### src/hw/rtl/omav_pkg.sv
// shared constants, types and controller codes for the oversample moving average unit
// no dependencies; used by every other file of the block except omav_divider
package omav_pkg;

  localparam int DEFAULT_WINDOW_LEN  = 10;
  localparam int DEFAULT_SAMPLE_BITS = 12;

  localparam int COUNT_W = 8;
  localparam logic [COUNT_W-1:0] COUNT_RESET = 8'd100;
  localparam int MEAN_W = 16;
  localparam int FRAC_BITS = 4;

  typedef enum logic [2:0] {
    ST_IDLE,
    ST_DIV_MEAN,
    ST_PRIME,
    ST_READ,
    ST_UPDATE,
    ST_FILT,
    ST_FINISH
  } state_t;

  // controller to datapath
  typedef struct packed {
    logic accept;
    logic start_mean;
    logic load_mean;
    logic prime;
    logic read_slot;
    logic update;
    logic load_filt;
    logic load_out;
  } cmd_t;

  // datapath to controller
  typedef struct packed {
    logic group_end;
    logic div_done;
    logic primed;
    logic out_busy;
  } status_t;

endpackage

### src/hw/rtl/omav_if.sv
// stream interfaces for sample items and result items
// depends on omav_pkg for default widths
interface omav_in_if #(
  parameter int SAMPLE_BITS = omav_pkg::DEFAULT_SAMPLE_BITS
);
  logic                   valid;
  logic                   ready;
  logic [SAMPLE_BITS-1:0] sample;

  modport source (output valid, output sample, input ready);
  modport sink   (input valid, input sample, output ready);
endinterface

interface omav_out_if;
  logic                        valid;
  logic                        ready;
  logic [omav_pkg::MEAN_W-1:0] oversampled_mean;
  logic [omav_pkg::MEAN_W-1:0] filtered_mean;

  modport source (output valid, output oversampled_mean, output filtered_mean, input ready);
  modport sink   (input valid, input oversampled_mean, input filtered_mean, output ready);
endinterface

### src/hw/rtl/omav_divider.sv
// restoring radix-2 divider, one quotient bit per cycle
// no package dependencies
module omav_divider #(
  parameter int DIVIDEND_W = 24,
  parameter int DIVISOR_W  = 8
) (
  input  logic                  clk,
  input  logic                  rst,
  input  logic                  start,
  input  logic [DIVIDEND_W-1:0] dividend,
  input  logic [DIVISOR_W-1:0]  divisor,
  output logic                  done,
  output logic [DIVIDEND_W-1:0] quotient
);
  localparam int CNT_W = $clog2(DIVIDEND_W + 1);

  logic                  busy;
  logic [CNT_W-1:0]      cnt;
  logic [DIVIDEND_W-1:0] quo;
  logic [DIVISOR_W-1:0]  rem;
  logic [DIVISOR_W-1:0]  divs;

  logic [DIVISOR_W:0]    shifted;
  logic [DIVISOR_W+1:0]  diff;
  logic                  fits;
  logic [DIVISOR_W-1:0]  rem_next;

  always_comb begin
    shifted  = {rem, quo[DIVIDEND_W-1]};
    diff     = {1'b0, shifted} - {2'b00, divs};
    fits     = ~diff[DIVISOR_W+1];
    rem_next = fits ? diff[DIVISOR_W-1:0] : shifted[DIVISOR_W-1:0];
  end

  always_ff @(posedge clk) begin
    if (rst) begin
      busy <= 1'b0;
      done <= 1'b0;
      cnt  <= '0;
    end else begin
      done <= 1'b0;
      if (start) begin
        busy <= 1'b1;
        cnt  <= '0;
      end else if (busy) begin
        cnt <= cnt + 1'b1;
        if (cnt == CNT_W'(DIVIDEND_W - 1)) begin
          busy <= 1'b0;
          done <= 1'b1;
        end
      end
    end
  end

  always_ff @(posedge clk) begin
    if (start) begin
      quo  <= dividend;
      rem  <= '0;
      divs <= divisor;
    end else if (busy) begin
      quo <= {quo[DIVIDEND_W-2:0], fits};
      rem <= rem_next;
    end
  end

  assign quotient = quo;

endmodule

### src/hw/rtl/omav_datapath.sv
// group accumulator, mean divider, window ring buffer and output register
// depends on omav_pkg and omav_divider
module omav_datapath #(
  parameter int WINDOW_LEN  = omav_pkg::DEFAULT_WINDOW_LEN,
  parameter int SAMPLE_BITS = omav_pkg::DEFAULT_SAMPLE_BITS
) (
  input  logic                         clk,
  input  logic                         rst,
  input  omav_pkg::cmd_t               cmd,
  output omav_pkg::status_t            status,
  input  logic [SAMPLE_BITS-1:0]       sample,
  input  logic                         cfg_we,
  input  logic [omav_pkg::COUNT_W-1:0] cfg_data,
  input  logic                         out_ready,
  output logic                         out_valid,
  output logic [omav_pkg::MEAN_W-1:0]  out_mean,
  output logic [omav_pkg::MEAN_W-1:0]  out_filt
);
  import omav_pkg::*;

  localparam int SUM_W = SAMPLE_BITS + COUNT_W;
  localparam int TOT_W = MEAN_W + $clog2(WINDOW_LEN + 1);
  localparam int DIV_W = SUM_W + FRAC_BITS;
  localparam int PTR_W = (WINDOW_LEN > 1) ? $clog2(WINDOW_LEN) : 1;

  // window mean by reciprocal multiply, exact for any total below 2**TOT_W
  localparam int RECIP_SH = TOT_W + $clog2(WINDOW_LEN);
  localparam int RECIP_W  = TOT_W + 1;
  localparam int PROD_W   = TOT_W + RECIP_W;
  localparam logic [RECIP_W-1:0] RECIP =
    RECIP_W'(((64'd1 << RECIP_SH) + 64'(WINDOW_LEN) - 64'd1) / 64'(WINDOW_LEN));

  logic [COUNT_W-1:0] count;
  logic [SUM_W-1:0]   group_sum;
  logic [COUNT_W-1:0] group_fill;
  logic [SUM_W-1:0]   sum_inc;
  logic [COUNT_W-1:0] fill_inc;
  logic [COUNT_W-1:0] count_eff;

  logic [MEAN_W-1:0]  mean;
  logic [MEAN_W-1:0]  prime_mean;
  logic [MEAN_W-1:0]  filt;
  logic [TOT_W-1:0]   total;
  logic [PTR_W-1:0]   pointer;
  logic               wrapped;
  logic               primed;
  logic [PROD_W-1:0]  filt_prod;

  logic [MEAN_W-1:0]  slots [WINDOW_LEN];
  logic [MEAN_W-1:0]  slot_rd;
  logic [MEAN_W-1:0]  old_mean;

  logic               div_start;
  logic [DIV_W-1:0]   div_dividend;
  logic [COUNT_W-1:0] div_divisor;
  logic               div_done;
  logic [DIV_W-1:0]   div_quotient;
  logic [MEAN_W-1:0]  quot_sat;

  always_comb begin
    sum_inc   = group_sum + SUM_W'(sample);
    fill_inc  = group_fill + 1'b1;
    count_eff = (count == '0) ? COUNT_W'(1) : count;
    status.group_end = (fill_inc == '0) || (fill_inc >= count_eff);
    status.div_done  = div_done;
    status.primed    = primed;
    status.out_busy  = out_valid && !out_ready;
  end

  // config register
  always_ff @(posedge clk) begin
    if (rst) begin
      count <= COUNT_RESET;
    end else if (cfg_we) begin
      count <= cfg_data;
    end
  end

  // group accumulation
  always_ff @(posedge clk) begin
    if (rst) begin
      group_sum  <= '0;
      group_fill <= '0;
    end else if (cmd.accept) begin
      if (status.group_end) begin
        group_sum  <= '0;
        group_fill <= '0;
      end else begin
        group_sum  <= sum_inc;
        group_fill <= fill_inc;
      end
    end
  end

  // group mean: sum * 16 / count, one quotient bit per cycle
  always_comb begin
    div_start    = cmd.start_mean;
    div_dividend = {sum_inc, {FRAC_BITS{1'b0}}};
    div_divisor  = count_eff;
    quot_sat     = (|div_quotient[DIV_W-1:MEAN_W]) ? {MEAN_W{1'b1}}
                                                   : div_quotient[MEAN_W-1:0];
    filt_prod    = PROD_W'(total) * PROD_W'(RECIP);
  end

  omav_divider #(
    .DIVIDEND_W (DIV_W),
    .DIVISOR_W  (COUNT_W)
  ) u_divider (
    .clk      (clk),
    .rst      (rst),
    .start    (div_start),
    .dividend (div_dividend),
    .divisor  (div_divisor),
    .done     (div_done),
    .quotient (div_quotient)
  );

  // slots not yet rewritten since priming count as holding the priming mean
  assign old_mean = wrapped ? slot_rd : prime_mean;

  always_ff @(posedge clk) begin
    if (rst) begin
      primed  <= 1'b0;
      wrapped <= 1'b0;
      pointer <= '0;
    end else begin
      if (cmd.prime) begin
        primed <= 1'b1;
      end
      if (cmd.update) begin
        if (pointer == PTR_W'(WINDOW_LEN - 1)) begin
          pointer <= '0;
          wrapped <= 1'b1;
        end else begin
          pointer <= pointer + 1'b1;
        end
      end
    end
  end

  always_ff @(posedge clk) begin
    if (cmd.load_mean) begin
      mean <= quot_sat;
    end
    if (cmd.prime) begin
      prime_mean <= mean;
      total      <= TOT_W'(mean) * TOT_W'(WINDOW_LEN);
      filt       <= mean;
    end
    if (cmd.update) begin
      total <= total + TOT_W'(mean) - TOT_W'(old_mean);
    end
    if (cmd.load_filt) begin
      filt <= filt_prod[RECIP_SH +: MEAN_W];
    end
  end

  // ring buffer memory
  always_ff @(posedge clk) begin
    if (cmd.read_slot) begin
      slot_rd <= slots[pointer];
    end
    if (cmd.update) begin
      slots[pointer] <= mean;
    end
  end

  // output register
  always_ff @(posedge clk) begin
    if (rst) begin
      out_valid <= 1'b0;
    end else if (cmd.load_out) begin
      out_valid <= 1'b1;
    end else if (out_ready) begin
      out_valid <= 1'b0;
    end
  end

  always_ff @(posedge clk) begin
    if (cmd.load_out) begin
      out_mean <= mean;
      out_filt <= filt;
    end
  end

endmodule

### src/hw/rtl/omav_controller.sv
// sequencer for accumulate, divide, window update and result hand-off
// depends on omav_pkg
module omav_controller (
  input  logic              clk,
  input  logic              rst,
  input  logic              in_valid,
  output logic              in_ready,
  input  omav_pkg::status_t status,
  output omav_pkg::cmd_t    cmd
);
  import omav_pkg::*;

  state_t state;
  state_t state_next;

  always_ff @(posedge clk) begin
    if (rst) begin
      state <= ST_IDLE;
    end else begin
      state <= state_next;
    end
  end

  always_comb begin
    state_next = state;
    cmd        = '0;
    in_ready   = 1'b0;
    case (state)
      ST_IDLE: begin
        in_ready = 1'b1;
        if (in_valid) begin
          cmd.accept = 1'b1;
          if (status.group_end) begin
            cmd.start_mean = 1'b1;
            state_next     = ST_DIV_MEAN;
          end
        end
      end
      ST_DIV_MEAN: begin
        if (status.div_done) begin
          cmd.load_mean = 1'b1;
          state_next    = status.primed ? ST_READ : ST_PRIME;
        end
      end
      ST_PRIME: begin
        cmd.prime  = 1'b1;
        state_next = ST_FINISH;
      end
      ST_READ: begin
        cmd.read_slot = 1'b1;
        state_next    = ST_UPDATE;
      end
      ST_UPDATE: begin
        cmd.update = 1'b1;
        state_next = ST_FILT;
      end
      ST_FILT: begin
        cmd.load_filt = 1'b1;
        state_next    = ST_FINISH;
      end
      ST_FINISH: begin
        if (!status.out_busy) begin
          cmd.load_out = 1'b1;
          state_next   = ST_IDLE;
        end
      end
      default: begin
        state_next = ST_IDLE;
      end
    endcase
  end

endmodule

### src/hw/rtl/oversample_moving_average_unit.sv
// top level: oversampling decimator feeding a boxcar moving average
// depends on omav_pkg, omav_if, omav_controller, omav_datapath, omav_divider
// a sample inside a group is only accumulated; a group-ending sample yields its item
//   after the divide and window steps (24-bit divider at defaults), fewer when it primes the window
// input is taken again once that item enters the output register, later while an item waits
// synchronous active-high reset: count back to 100, group and window cleared, no item held
module oversample_moving_average_unit #(
  parameter int WINDOW_LEN  = omav_pkg::DEFAULT_WINDOW_LEN,
  parameter int SAMPLE_BITS = omav_pkg::DEFAULT_SAMPLE_BITS
) (
  input  logic                         clk,
  input  logic                         rst,
  omav_in_if.sink                      in_ch,
  omav_out_if.source                   out_ch,
  input  logic                         cfg_we,
  input  logic [omav_pkg::COUNT_W-1:0] cfg_data
);
  import omav_pkg::*;

  // command and status between sequencer and datapath
  cmd_t    cmd;
  status_t status;

  // sequencer: takes an item only while idle, and after a group-ending one walks the divide and window steps
  omav_controller u_controller (
    .clk      (clk),
    .rst      (rst),
    .in_valid (in_ch.valid),
    .in_ready (in_ch.ready),
    .status   (status),
    .cmd      (cmd)
  );

  // datapath: accumulator, divider, ring buffer, output register
  // the output register lets the next sample in while a result waits
  omav_datapath #(
    .WINDOW_LEN  (WINDOW_LEN),
    .SAMPLE_BITS (SAMPLE_BITS)
  ) u_datapath (
    .clk       (clk),
    .rst       (rst),
    .cmd       (cmd),
    .status    (status),
    .sample    (in_ch.sample),
    .cfg_we    (cfg_we),
    .cfg_data  (cfg_data),
    .out_ready (out_ch.ready),
    .out_valid (out_ch.valid),
    .out_mean  (out_ch.oversampled_mean),
    .out_filt  (out_ch.filtered_mean)
  );

endmodule

### src/flat_wrapper.sv
// flat-port wrapper written by rule: the top's interface ports become plain ports
module oversample_moving_average_unit_flat import omav_pkg::*;
#(
  parameter int WINDOW_LEN  = omav_pkg::DEFAULT_WINDOW_LEN,
  parameter int SAMPLE_BITS = omav_pkg::DEFAULT_SAMPLE_BITS
)
  (clk, rst, cfg_we, cfg_data, in_ch_valid, in_ch_sample, in_ch_ready, out_ch_valid, out_ch_oversampled_mean, out_ch_filtered_mean, out_ch_ready);
  omav_in_if #(.SAMPLE_BITS(SAMPLE_BITS)) in_ch_i ();
  omav_out_if out_ch_i ();
  input  logic clk;
  input  logic rst;
  input  logic cfg_we;
  input  logic [omav_pkg::COUNT_W-1:0] cfg_data;
  input wire logic [$bits(in_ch_i.valid)-1:0] in_ch_valid;
  input wire logic [$bits(in_ch_i.sample)-1:0] in_ch_sample;
  output wire logic [$bits(in_ch_i.ready)-1:0] in_ch_ready;
  output wire logic [$bits(out_ch_i.valid)-1:0] out_ch_valid;
  output wire logic [$bits(out_ch_i.oversampled_mean)-1:0] out_ch_oversampled_mean;
  output wire logic [$bits(out_ch_i.filtered_mean)-1:0] out_ch_filtered_mean;
  input wire logic [$bits(out_ch_i.ready)-1:0] out_ch_ready;
  assign in_ch_i.valid = in_ch_valid;
  assign in_ch_i.sample = in_ch_sample;
  assign in_ch_ready = in_ch_i.ready;
  assign out_ch_valid = out_ch_i.valid;
  assign out_ch_oversampled_mean = out_ch_i.oversampled_mean;
  assign out_ch_filtered_mean = out_ch_i.filtered_mean;
  assign out_ch_i.ready = out_ch_ready;
  oversample_moving_average_unit #(.WINDOW_LEN(WINDOW_LEN), .SAMPLE_BITS(SAMPLE_BITS)) u_core (.clk(clk), .rst(rst), .in_ch(in_ch_i), .out_ch(out_ch_i), .cfg_we(cfg_we), .cfg_data(cfg_data));
endmodule
### config.mk
export PLATFORM = sky130hd
export DESIGN_NAME = oversample_moving_average_unit_flat
export DESIGN_NICKNAME = d
export VERILOG_FILES = /design/src/hw/rtl/omav_pkg.sv /design/src/hw/rtl/omav_if.sv /design/src/hw/rtl/omav_divider.sv /design/src/hw/rtl/omav_datapath.sv /design/src/hw/rtl/omav_controller.sv /design/src/hw/rtl/oversample_moving_average_unit.sv /design/src/flat_wrapper.sv
export SDC_FILE = /design/constraint.sdc
export NUM_CORES = 1
export LEC_CHECK = 0
export ABC_CLOCK_PERIOD_IN_PS = 5800
export BUFFER_PORTS_ARGS = -buffer_cell sky130_fd_sc_hd__buf_4
export CAP_MARGIN = 10
export CORE_ASPECT_RATIO = 0.6
export CORE_MARGIN = 5
export CORE_UTILIZATION = 40
export DETAILED_ROUTE_END_ITERATION = 10
export PLACE_DENSITY = 0.61
export SYNTH_ARGS = -nofsm -noshare
export SYNTH_HDL_FRONTEND = slang
export SYNTH_SLANG_ARGS = --single-unit
### constraint.sdc
create_clock -name clk -period 5.8 [get_ports clk]
set_input_delay 0.87 -clock clk [delete_from_list [all_inputs] [get_ports clk]]
set_output_delay 0.87 -clock clk [all_outputs]
set_load 0.01 [all_outputs]
==> impl_metrics.prom, run 1 <==
# TYPE chip_impl_metric gauge
chip_impl_info{name="outcome",value="finished with violations"} 1
chip_impl_info{name="violations",value="negative setup slack"} 1
chip_impl_metric{name="cp.required",unit="ns"} 6.07
chip_impl_metric{name="design.die.area",unit="sq mm"} 0.0671
chip_impl_metric{name="max-clock-path-buffers",unit=""} 3
chip_impl_metric{name="totalWireLength",unit="um"} 65900
chip_impl_metric{name="groute.usage.overall",unit="%"} 19.5
chip_impl_metric{name="synth_edf_count",unit=""} 304
chip_impl_metric{name="synth.net_count",unit=""} 2554
chip_impl_metric{name="switching_power",unit="uW"} 1340
chip_impl_metric{name="power.share.sequential",unit="%"} 51.7
chip_impl_metric{name="worst-r2r-cell-count",unit=""} 22
chip_impl_info{name="critical_path.slowest_cell",value="fa_2"} 1
chip_impl_metric{name="clk_pin_slew",unit="ns"} 0.07
chip_impl_metric{name="yosys_warnings",unit=""} 0
chip_impl_metric{name="first_pass_grt_wire_length",unit="um"} 101000
chip_impl_metric{name="drt-pass1-iter-count",unit=""} 6
chip_impl_metric{name="initialDrtViolationCount",unit=""} 1250
chip_impl_metric{name="drt-wirelength-per-cell",unit="um"} 20.8
chip_impl_info{name="cts_tree",value="yes"} 1
chip_impl_info{name="worst_hold_path_type",value="flip-flop to flip-flop"} 1
chip_impl_info{name="critPathLaunch",value="u_core.u_datapath.total[3]"} 1
chip_impl_metric{name="timing_max_transition_violations_final",unit=""} 0
chip_impl_metric{name="grt_start_max_net_pins",unit=""} 51
chip_impl_metric{name="synth-async-reset-ratio",unit="%"} 0
chip_impl_metric{name="timing.critical_path.depth",unit=""} 22
chip_impl_info{name="hold_path_startpoint",value="u_core.u_datapath.filt[13]"} 1
chip_impl_metric{name="route.antenna.remaining_nets",unit=""} 0
chip_impl_metric{name="antenna_cells_inserted",unit=""} 0
chip_impl_metric{name="grt_pass1_vias",unit=""} 17000
chip_impl_metric{name="clockPowerShare",unit="%"} 40.3
chip_impl_metric{name="via_count",unit=""} 16800
chip_impl_metric{name="timing.slew.headroom",unit="%"} 23.4
chip_impl_metric{name="ys_seq_area_share",unit="%"} 42.2
chip_impl_info{name="timing.critical_path.mode_cell",value="fa_1"} 1
chip_impl_metric{name="finalCritPeriodShare",unit="%"} 106
chip_impl_metric{name="post_drt_via_cell_ratio",unit=""} 5.28
chip_impl_metric{name="standard_cell_core_area",unit="sq mm"} 0.0610
chip_impl_metric{name="timing_hold_violations_final",unit=""} 0
chip_impl_metric{name="grt_overflow_total",unit=""} 0
chip_impl_metric{name="starting_density",unit="%"} 40.5
chip_impl_metric{name="share_comb_of_total_power",unit="%"} 8.1
chip_impl_metric{name="multi_input_comb_area",unit="sq mm"} 0.0139
chip_impl_metric{name="standard_cell_rows",unit=""} 70
chip_impl_metric{name="final_period_minus_worst_setup_slack",unit="ns"} 6.14
chip_impl_metric{name="drc",unit=""} 0
chip_impl_metric{name="intPower",unit="uW"} 4360
chip_impl_metric{name="power_density",unit="mW/mm^2"} 193
chip_impl_metric{name="cp.arrival",unit="ns"} 6.41
chip_impl_info{name="rr_endpoint",value="u_core.u_datapath.filt[14]"} 1
chip_impl_metric{name="switching_share",unit="%"} 23.5
chip_impl_info{name="cp_cell_sequence",value="buf_6, buf_4, ha_4, buf_4, xor2_1, ha_1, fa_2, fa_1, fa_1, inv_1, fa_1, inv_2, ha_4, a211oi_4, o21ai_2, a31o_4, or3_4, o21ai_4, o311ai_4, buf_6, nor4bb_1, or3_1"} 1
chip_impl_metric{name="worst_path_largest_cell_delay",unit="ns"} 0.62
chip_impl_metric{name="final-instance-count-excl-fill",unit=""} 3176
chip_impl_info{name="setup_repair_after_global_routing_missed_its_margin",value="yes"} 1
chip_impl_metric{name="gp_congestion",unit=""} 0.946
chip_impl_metric{name="hold-path-cell-count",unit=""} 0
chip_impl_metric{name="fp.dieW",unit="um"} 331
chip_impl_metric{name="clkLatencyLatePin",unit="ns"} 0.53
chip_impl_metric{name="placement.setup.worst_slack",unit="ns"} -0.527
chip_impl_metric{name="finalSetupViolations",unit=""} 15
chip_impl_metric{name="power.static_leakage",unit="uW"} 0.0123
chip_impl_metric{name="number_of_clock_sinks",unit=""} 369
chip_impl_metric{name="worst-r2r-setup-slack",unit="ns"} -0.34
chip_impl_metric{name="fill_cells",unit=""} 5430
chip_impl_metric{name="irDropWorstVdd",unit="mV"} 0.188
chip_impl_metric{name="floorplan.die.height",unit="um"} 203
chip_impl_metric{name="final.setup.worst_slack",unit="ns"} -0.342
chip_impl_info{name="startpoint_type",value="flip-flop"} 1
chip_impl_metric{name="worst_pin_slew",unit="ns"} 1.14
chip_impl_metric{name="num_io_pins",unit=""} 59
chip_impl_metric{name="initial_antenna_violation_count",unit=""} 0
chip_impl_info{name="critPathKind",value="flip-flop to flip-flop"} 1
chip_impl_metric{name="netlist_instances",unit=""} 2105
chip_impl_metric{name="synth_seq_cells",unit=""} 369
chip_impl_metric{name="place_hpwl",unit="um"} 49700
chip_impl_metric{name="critPathMaxFanout",unit=""} 5
chip_impl_metric{name="max_cap_viol_count",unit=""} 0
chip_impl_metric{name="cp.buffers_inverters",unit=""} 6
chip_impl_metric{name="tritoncts.num_buffers",unit=""} 36
chip_impl_metric{name="clock-skew-final",unit="ns"} 0.0190
chip_impl_metric{name="final_layout_net_count",unit=""} 2769
chip_impl_metric{name="yosysUniqueCellTypes",unit=""} 85
chip_impl_metric{name="layout.area.seq",unit="sq mm"} 0.0104
chip_impl_info{name="clock-root-buffer",value="clkbuf_16"} 1
chip_impl_metric{name="port_buffers",unit=""} 58
chip_impl_metric{name="syn-mean-instance-area",unit="sq um"} 11.8
chip_impl_info{name="ys_dominant_reg_cell",value="edfxtp_1"} 1
chip_impl_metric{name="ctsHtreeMaxLevel",unit=""} 2
chip_impl_metric{name="area_delta_synth_final",unit="%"} 19.3
chip_impl_metric{name="timing.fmax",unit="MHz"} 163
chip_impl_metric{name="final_layout_size_suffix_gt1_share",unit="%"} 22.6
chip_impl_info{name="critical_path.reg2reg.startpoint",value="u_core.u_datapath.total[3]"} 1
chip_impl_info{name="critical-path-top-delay-family",value="adder cells"} 1
chip_impl_metric{name="design_area",unit="sq mm"} 0.0295
chip_impl_metric{name="post-place-cells",unit=""} 3077
chip_impl_info{name="hold_path_end",value="u_core.u_datapath.out_filt[13]"} 1
chip_impl_metric{name="placed_cell_area",unit="sq mm"} 0.0274
chip_impl_info{name="crit_path_end_kind",value="flip-flop"} 1
chip_impl_metric{name="tns",unit="ns"} -2.36
chip_impl_metric{name="synth_area",unit="sq mm"} 0.0247
-- cell usage after synthesis (8+ instances only) --
cell / n / share of area [%]
o21a_1: 18 / 0.55
o21ai_1: 25 / 0.51
nor2b_1: 16 / 0.40
a211oi_1: 26 / 0.79
mux4_2: 32 / 2.9
o31ai_1: 9 / 0.27
nor4_1: 8 / 0.20
and2_1: 33 / 0.83
nand2b_1: 19 / 0.48
edfxtp_1: 304 / 37
a21o_1: 39 / 1.2
or2_2: 25 / 0.63
nand2_1: 103 / 1.6
inv_1: 281 / 4.3
or3_1: 17 / 0.43
o21ai_0: 59 / 1.2
fa_1: 148 / 12
xor2_1: 42 / 1.5
xnor2_1: 39 / 1.4
clkbuf_1: 54 / 0.82
a21oi_1: 90 / 1.8
mux2i_1: 35 / 1.4
nand3_1: 50 / 1.0
ha_1: 276 / 14
nor3_1: 43 / 0.87
and3_1: 9 / 0.23
mux2_2: 17 / 0.77
buf_2: 11 / 0.22
nor2_1: 83 / 1.3
a22oi_1: 8 / 0.24
o211ai_1: 8 / 0.24
dfxtp_1: 65 / 5.3
-- timing repair --
item / CTS / global route
setup buffers: 23 / 14
hold buffers: 0 / 0
setup endpoints to repair: 16 / 16
pin swaps: 42 / 78
gates resized for setup: 63 / 84
-- worst max-delay path by stage --
stage / to
finish: u_core.u_datapath.filt[14]
global route: u_core.u_datapath.filt[14]
CTS: u_core.u_datapath.filt[14]
detailed placement: u_core.u_datapath.filt[14]
global placement: u_core.u_datapath.filt[14]
floorplan: u_core.u_datapath.filt[14]
-- cell families (layout without fill, tap and decap cells) --
family                     count (synthesis)  after routing  synth area share [%]
and+or+nand+nor                          443            443                  9.16
adders and majority gates                424            424                  25.9
DFF                                      369            369                  42.2
buffers and inverters                    357            600                  5.54
AOI/OAI and AO/OA                        346            346                  9.17
muxes                                     84             84                  5.10
xor gates and xnor gates                  82             82                  2.93
-- cell usage in the layout, fill, tap and decap left out, types with 46 or more instances in the layout --
| cell type | synthesis | routed |
|---|---|---|
| inv_1 | 281 | 265 |
| a21oi_1 | 90 | 82 |
| nand3_1 | 50 | 47 |
| nand2_1 | 103 | 99 |
| o21ai_0 | 59 | 46 |
| buf_4 | 2 | 235 |
| fa_1 | 148 | 140 |
| dfxtp_1 | 65 | 63 |
| nor2_1 | 83 | 80 |
| ha_1 | 276 | 225 |
| edfxtp_1 | 304 | 304 |
-- sequential cells by signal, indices dropped and copies added (netlist names), 16 cells and up --
register and cells:
u_core.u_datapath.group_sum 20, u_core.u_datapath.slots 160, u_core.u_datapath.out_filt 16, u_core.u_datapath.u_divider.quotient 24, u_core.u_datapath.mean 16, u_core.u_datapath.total 20, u_core.u_datapath.prime_mean 16, u_core.u_datapath.filt 16
u_core.u_datapath.out_mean 16, u_core.u_datapath.slot_rd 16
-- routing by layer --
layer | routed length (um) | GRT usage [%] | up-vias
met2 | 25200 | 25.4 | 540
met3 | 6580 | 6.13 | 59
li1 | - | - | 7871
met1 | 33500 | 31.9 | 8299
met4 | 701 | 2.60 | 0
met5 | 0 | 0 | -
-- final cells by class --
type | instances | share of cell area, %
inverters | 282 | 3.62
well taps | 828 | 3.51
repair buffers | 252 | 6.62
clock inverters | 16 | 0.424
multi-input cells | 1379 | 47.1
clock buffers | 50 | 3.41
flip-flops and latches | 369 | 35.3
-- metrics by stage --
stage          total power, uW  utilization [%]  hold WS, ns
6_report                  5700             48.4        0.420
5_1_grt                   5920             48.4        0.431
4_1_cts                   5750             47.6        0.420
3_5_place_dp              3450             44.9        0.409
3_3_place_gp              3440             44.9        0.408
2_1_floorplan             3340                -        0.400
-- power groups by stage --
| stage | combinational [uW] | sequential [uW] | clock, uW |
|---|---|---|---|
| 3_3_place_gp | 444 | 3000 | 0 |
| 2_1_floorplan | 353 | 2980 | 0 |
| 4_1_cts | 457 | 2950 | 2340 |
| 6_report | 459 | 2950 | 2300 |
| 3_5_place_dp | 450 | 3000 | 0 |
| 5_1_grt | 510 | 2950 | 2460 |
Note: power is estimated with default switching activity, not from simulation.
==> run 2, diff against run 1 <==
--- a/config.mk
+++ b/config.mk
@@ -8,11 +8,13 @@
 export ABC_CLOCK_PERIOD_IN_PS = 5800
 export BUFFER_PORTS_ARGS = -buffer_cell sky130_fd_sc_hd__buf_4
 export CAP_MARGIN = 10
+export CELL_PAD_IN_SITES_DETAIL_PLACEMENT = 1
+export CELL_PAD_IN_SITES_GLOBAL_PLACEMENT = 2
 export CORE_ASPECT_RATIO = 0.6
 export CORE_MARGIN = 5
 export CORE_UTILIZATION = 40
 export DETAILED_ROUTE_END_ITERATION = 10
-export PLACE_DENSITY = 0.61
+export PLACE_DENSITY = 0.81
 export SYNTH_ARGS = -nofsm -noshare
 export SYNTH_HDL_FRONTEND = slang
 export SYNTH_SLANG_ARGS = --single-unit
==> run 2 against run 1 <==
The flow still finishes with violations (negative setup slack). Sequential power about the same. Non-clock buffer count up 19. Combinational power up 3%.
==> impl_metrics.prom, run 2 (same netlist as run 1, synthesis figures left out) <==
# TYPE chip_impl_metric gauge
chip_impl_info{name="violations",value="negative setup slack"} 1
chip_impl_metric{name="antenna_cells_inserted",unit=""} 0
chip_impl_metric{name="largest_register_ff_count",unit=""} 160
chip_impl_metric{name="design_area",unit="sq mm"} 0.0297
chip_impl_metric{name="final_layout_size_suffix_gt1_share",unit="%"} 22.7
chip_impl_info{name="cts_tree",value="yes"} 1
chip_impl_info{name="crit_path_end_kind",value="flip-flop"} 1
chip_impl_metric{name="timing_hold_violations_final",unit=""} 0
chip_impl_info{name="setup_repair_after_global_routing_missed_its_margin",value="yes"} 1
chip_impl_metric{name="grt_start_max_net_pins",unit=""} 51
chip_impl_metric{name="final-instance-count-excl-fill",unit=""} 3198
chip_impl_metric{name="fill_cells",unit=""} 6404
chip_impl_metric{name="placement.setup.worst_slack",unit="ns"} -0.575
chip_impl_metric{name="totalWireLength",unit="um"} 73600
chip_impl_metric{name="drc",unit=""} 0
chip_impl_info{name="startpoint_type",value="flip-flop"} 1
chip_impl_metric{name="tritoncts.num_buffers",unit=""} 38
chip_impl_metric{name="groute.usage.overall",unit="%"} 21.9
chip_impl_metric{name="post-place-cells",unit=""} 3086
chip_impl_metric{name="tns",unit="ns"} -3.64
chip_impl_metric{name="grt_overflow_total",unit=""} 0
chip_impl_metric{name="placed_cell_area",unit="sq mm"} 0.0275
chip_impl_info{name="mostFrequentLayoutCell",value="edfxtp_1"} 1
chip_impl_metric{name="starting_density",unit="%"} 40.5
chip_impl_metric{name="floorplan.die.height",unit="um"} 203
chip_impl_metric{name="timing.fmax",unit="MHz"} 160
chip_impl_metric{name="drt-pass1-iter-count",unit=""} 5
chip_impl_metric{name="cts_hold_repair.buffers",unit=""} 0
chip_impl_metric{name="route.antenna.remaining_nets",unit=""} 0
chip_impl_metric{name="timing_max_transition_violations_final",unit=""} 0
chip_impl_metric{name="irDropWorstVdd",unit="mV"} 0.194
chip_impl_metric{name="final_layout_net_count",unit=""} 2790
chip_impl_metric{name="drt-wirelength-per-cell",unit="um"} 23.0
chip_impl_metric{name="post-route-util",unit="%"} 48.6
chip_impl_info{name="worst_hold_path_type",value="flip-flop to flip-flop"} 1
chip_impl_metric{name="area_delta_synth_final",unit="%"} 20.0
chip_impl_metric{name="finalSetupViolations",unit=""} 15
chip_impl_metric{name="first_pass_grt_wire_length",unit="um"} 112000
chip_impl_metric{name="ctsHtreeMaxLevel",unit=""} 2
chip_impl_metric{name="port_buffers",unit=""} 58
chip_impl_metric{name="grt_pass1_vias",unit=""} 18300
chip_impl_metric{name="critPathMaxFanout",unit=""} 4
chip_impl_metric{name="standard_cell_core_area",unit="sq mm"} 0.0610
chip_impl_metric{name="fp.dieW",unit="um"} 331
chip_impl_metric{name="max-clock-path-buffers",unit=""} 3
chip_impl_metric{name="clkLatencyLatePin",unit="ns"} 0.55
chip_impl_metric{name="worst_pin_slew",unit="ns"} 1.26
chip_impl_metric{name="cp.required",unit="ns"} 6.09
chip_impl_metric{name="standard_cell_rows",unit=""} 70
chip_impl_info{name="largest_register",value="u_core.u_datapath.slots"} 1
chip_impl_metric{name="clk_pin_slew",unit="ns"} 0.08
chip_impl_metric{name="cp.arrival",unit="ns"} 6.54
chip_impl_metric{name="initial_antenna_violation_count",unit=""} 0
chip_impl_metric{name="num_io_pins",unit=""} 59
chip_impl_metric{name="via_count",unit=""} 17200
chip_impl_metric{name="timing.slew.headroom",unit="%"} 16.0
chip_impl_metric{name="layout.area.seq",unit="sq mm"} 0.0104
chip_impl_metric{name="final.setup.worst_slack",unit="ns"} -0.449
chip_impl_metric{name="finalCritPeriodShare",unit="%"} 108
chip_impl_metric{name="gp_congestion",unit=""} 0.909
chip_impl_metric{name="number_of_clock_sinks",unit=""} 369
chip_impl_metric{name="worst-r2r-setup-slack",unit="ns"} -0.45
chip_impl_info{name="clock-root-buffer",value="clkbuf_16"} 1
chip_impl_info{name="layout.cells.most_common_list",value="304 x edfxtp_1, 268 x inv_1, 252 x buf_4"} 1
chip_impl_metric{name="post_drt_via_cell_ratio",unit=""} 5.37
chip_impl_metric{name="initialDrtViolationCount",unit=""} 1274
chip_impl_metric{name="max_cap_viol_count",unit=""} 0
chip_impl_metric{name="design.die.area",unit="sq mm"} 0.0671
chip_impl_info{name="critPathKind",value="flip-flop to flip-flop"} 1
chip_impl_info{name="outcome",value="finished with violations"} 1
chip_impl_metric{name="final_period_minus_worst_setup_slack",unit="ns"} 6.25
chip_impl_metric{name="power.static_leakage",unit="uW"} 0.0125
chip_impl_metric{name="multi_input_comb_area",unit="sq mm"} 0.0138
chip_impl_metric{name="clock-skew-final",unit="ns"} 0.0207
chip_impl_metric{name="place_hpwl",unit="um"} 55900
chip_impl_metric{name="power_density",unit="mW/mm^2"} 201
-- run 2: cell count changes in the layout (fill, tap and decap cells not counted), sizes merged --
cell / change
buf: +19
clkinv: -3
inv: +3
bufinv: +2
clkbuf: +1
-- run 2: power by group --
group | leakage [uW] | internal, uW | switching (uW)
sequential | 0.00334 | 2890 | 54.9
combinational | 0.00852 | 200 | 271
clock | 0.000618 | 1460 | 1090
-- run 2: final timing paths --
check,startpoint,endpoint,depth (start not counted)
max,u_core.u_datapath.total[12],u_core.u_datapath.filt[14],23
min,u_core.u_datapath.filt[5],u_core.u_datapath.out_filt[5],0
max reg2reg,u_core.u_datapath.total[12],u_core.u_datapath.filt[14],23
min reg2reg,u_core.u_datapath.filt[5],u_core.u_datapath.out_filt[5],0
-- run 2: critical path: stages, from the launching register on --
cell      delay (ns)
edfxtp_1        0.40
buf_4           0.16
ha_4            0.24
buf_4           0.16
fa_1            0.60
ha_4            0.22
fa_1            0.50
fa_1            0.46
fa_1            0.52
inv_1           0.06
fa_1            0.50
inv_1           0.07
ha_4            0.27
buf_4           0.10
nand4_1         0.12
a21oi_2         0.27
o21ai_2         0.10
a21oi_2         0.14
buf_6           0.16
o21ai_4         0.08
o311ai_4        0.29
buf_4           0.16
nor4_2          0.03
or3_1           0.36
-- run 2: timing repair --
item | in CTS | in global routing
pin swaps | 50 | 63
buffers inserted | 21 | 25
resized for setup | 58 | 66
setup endpoints to repair | 16 | 16
-- run 2: cell type report --
cell class                      count  area share [%]
Multi-Input combinational cell   1379            46.4
Sequential cell                   369            35.1
Clock buffer                       51            3.65
Timing Repair Buffer              271            7.09
Inverter                          282            3.58
Tap cell                          828            3.49
Clock inverter                     18           0.624
-- run 2: stage by stage --
step	total power [uW]	hold slack (ns)
after floorplan	3340	0.400
after global placement	3440	0.401
after detailed placement	3470	0.407
after CTS	6030	0.410
after global routing	6220	0.413
final	5970	0.409
-- run 2: routing by layer --
| layer | global-route usage, % | part of all wire, % | vias to the layer above |
|---|---|---|---|
| li1 | - | - | 7924 |
| met1 | 35.6 | 53 | 8844 |
| met2 | 30.6 | 41 | 348 |
| met3 | 4.43 | 5.2 | 53 |
| met4 | 2.79 | 1.2 | 0 |
| met5 | 0 | 0 | - |
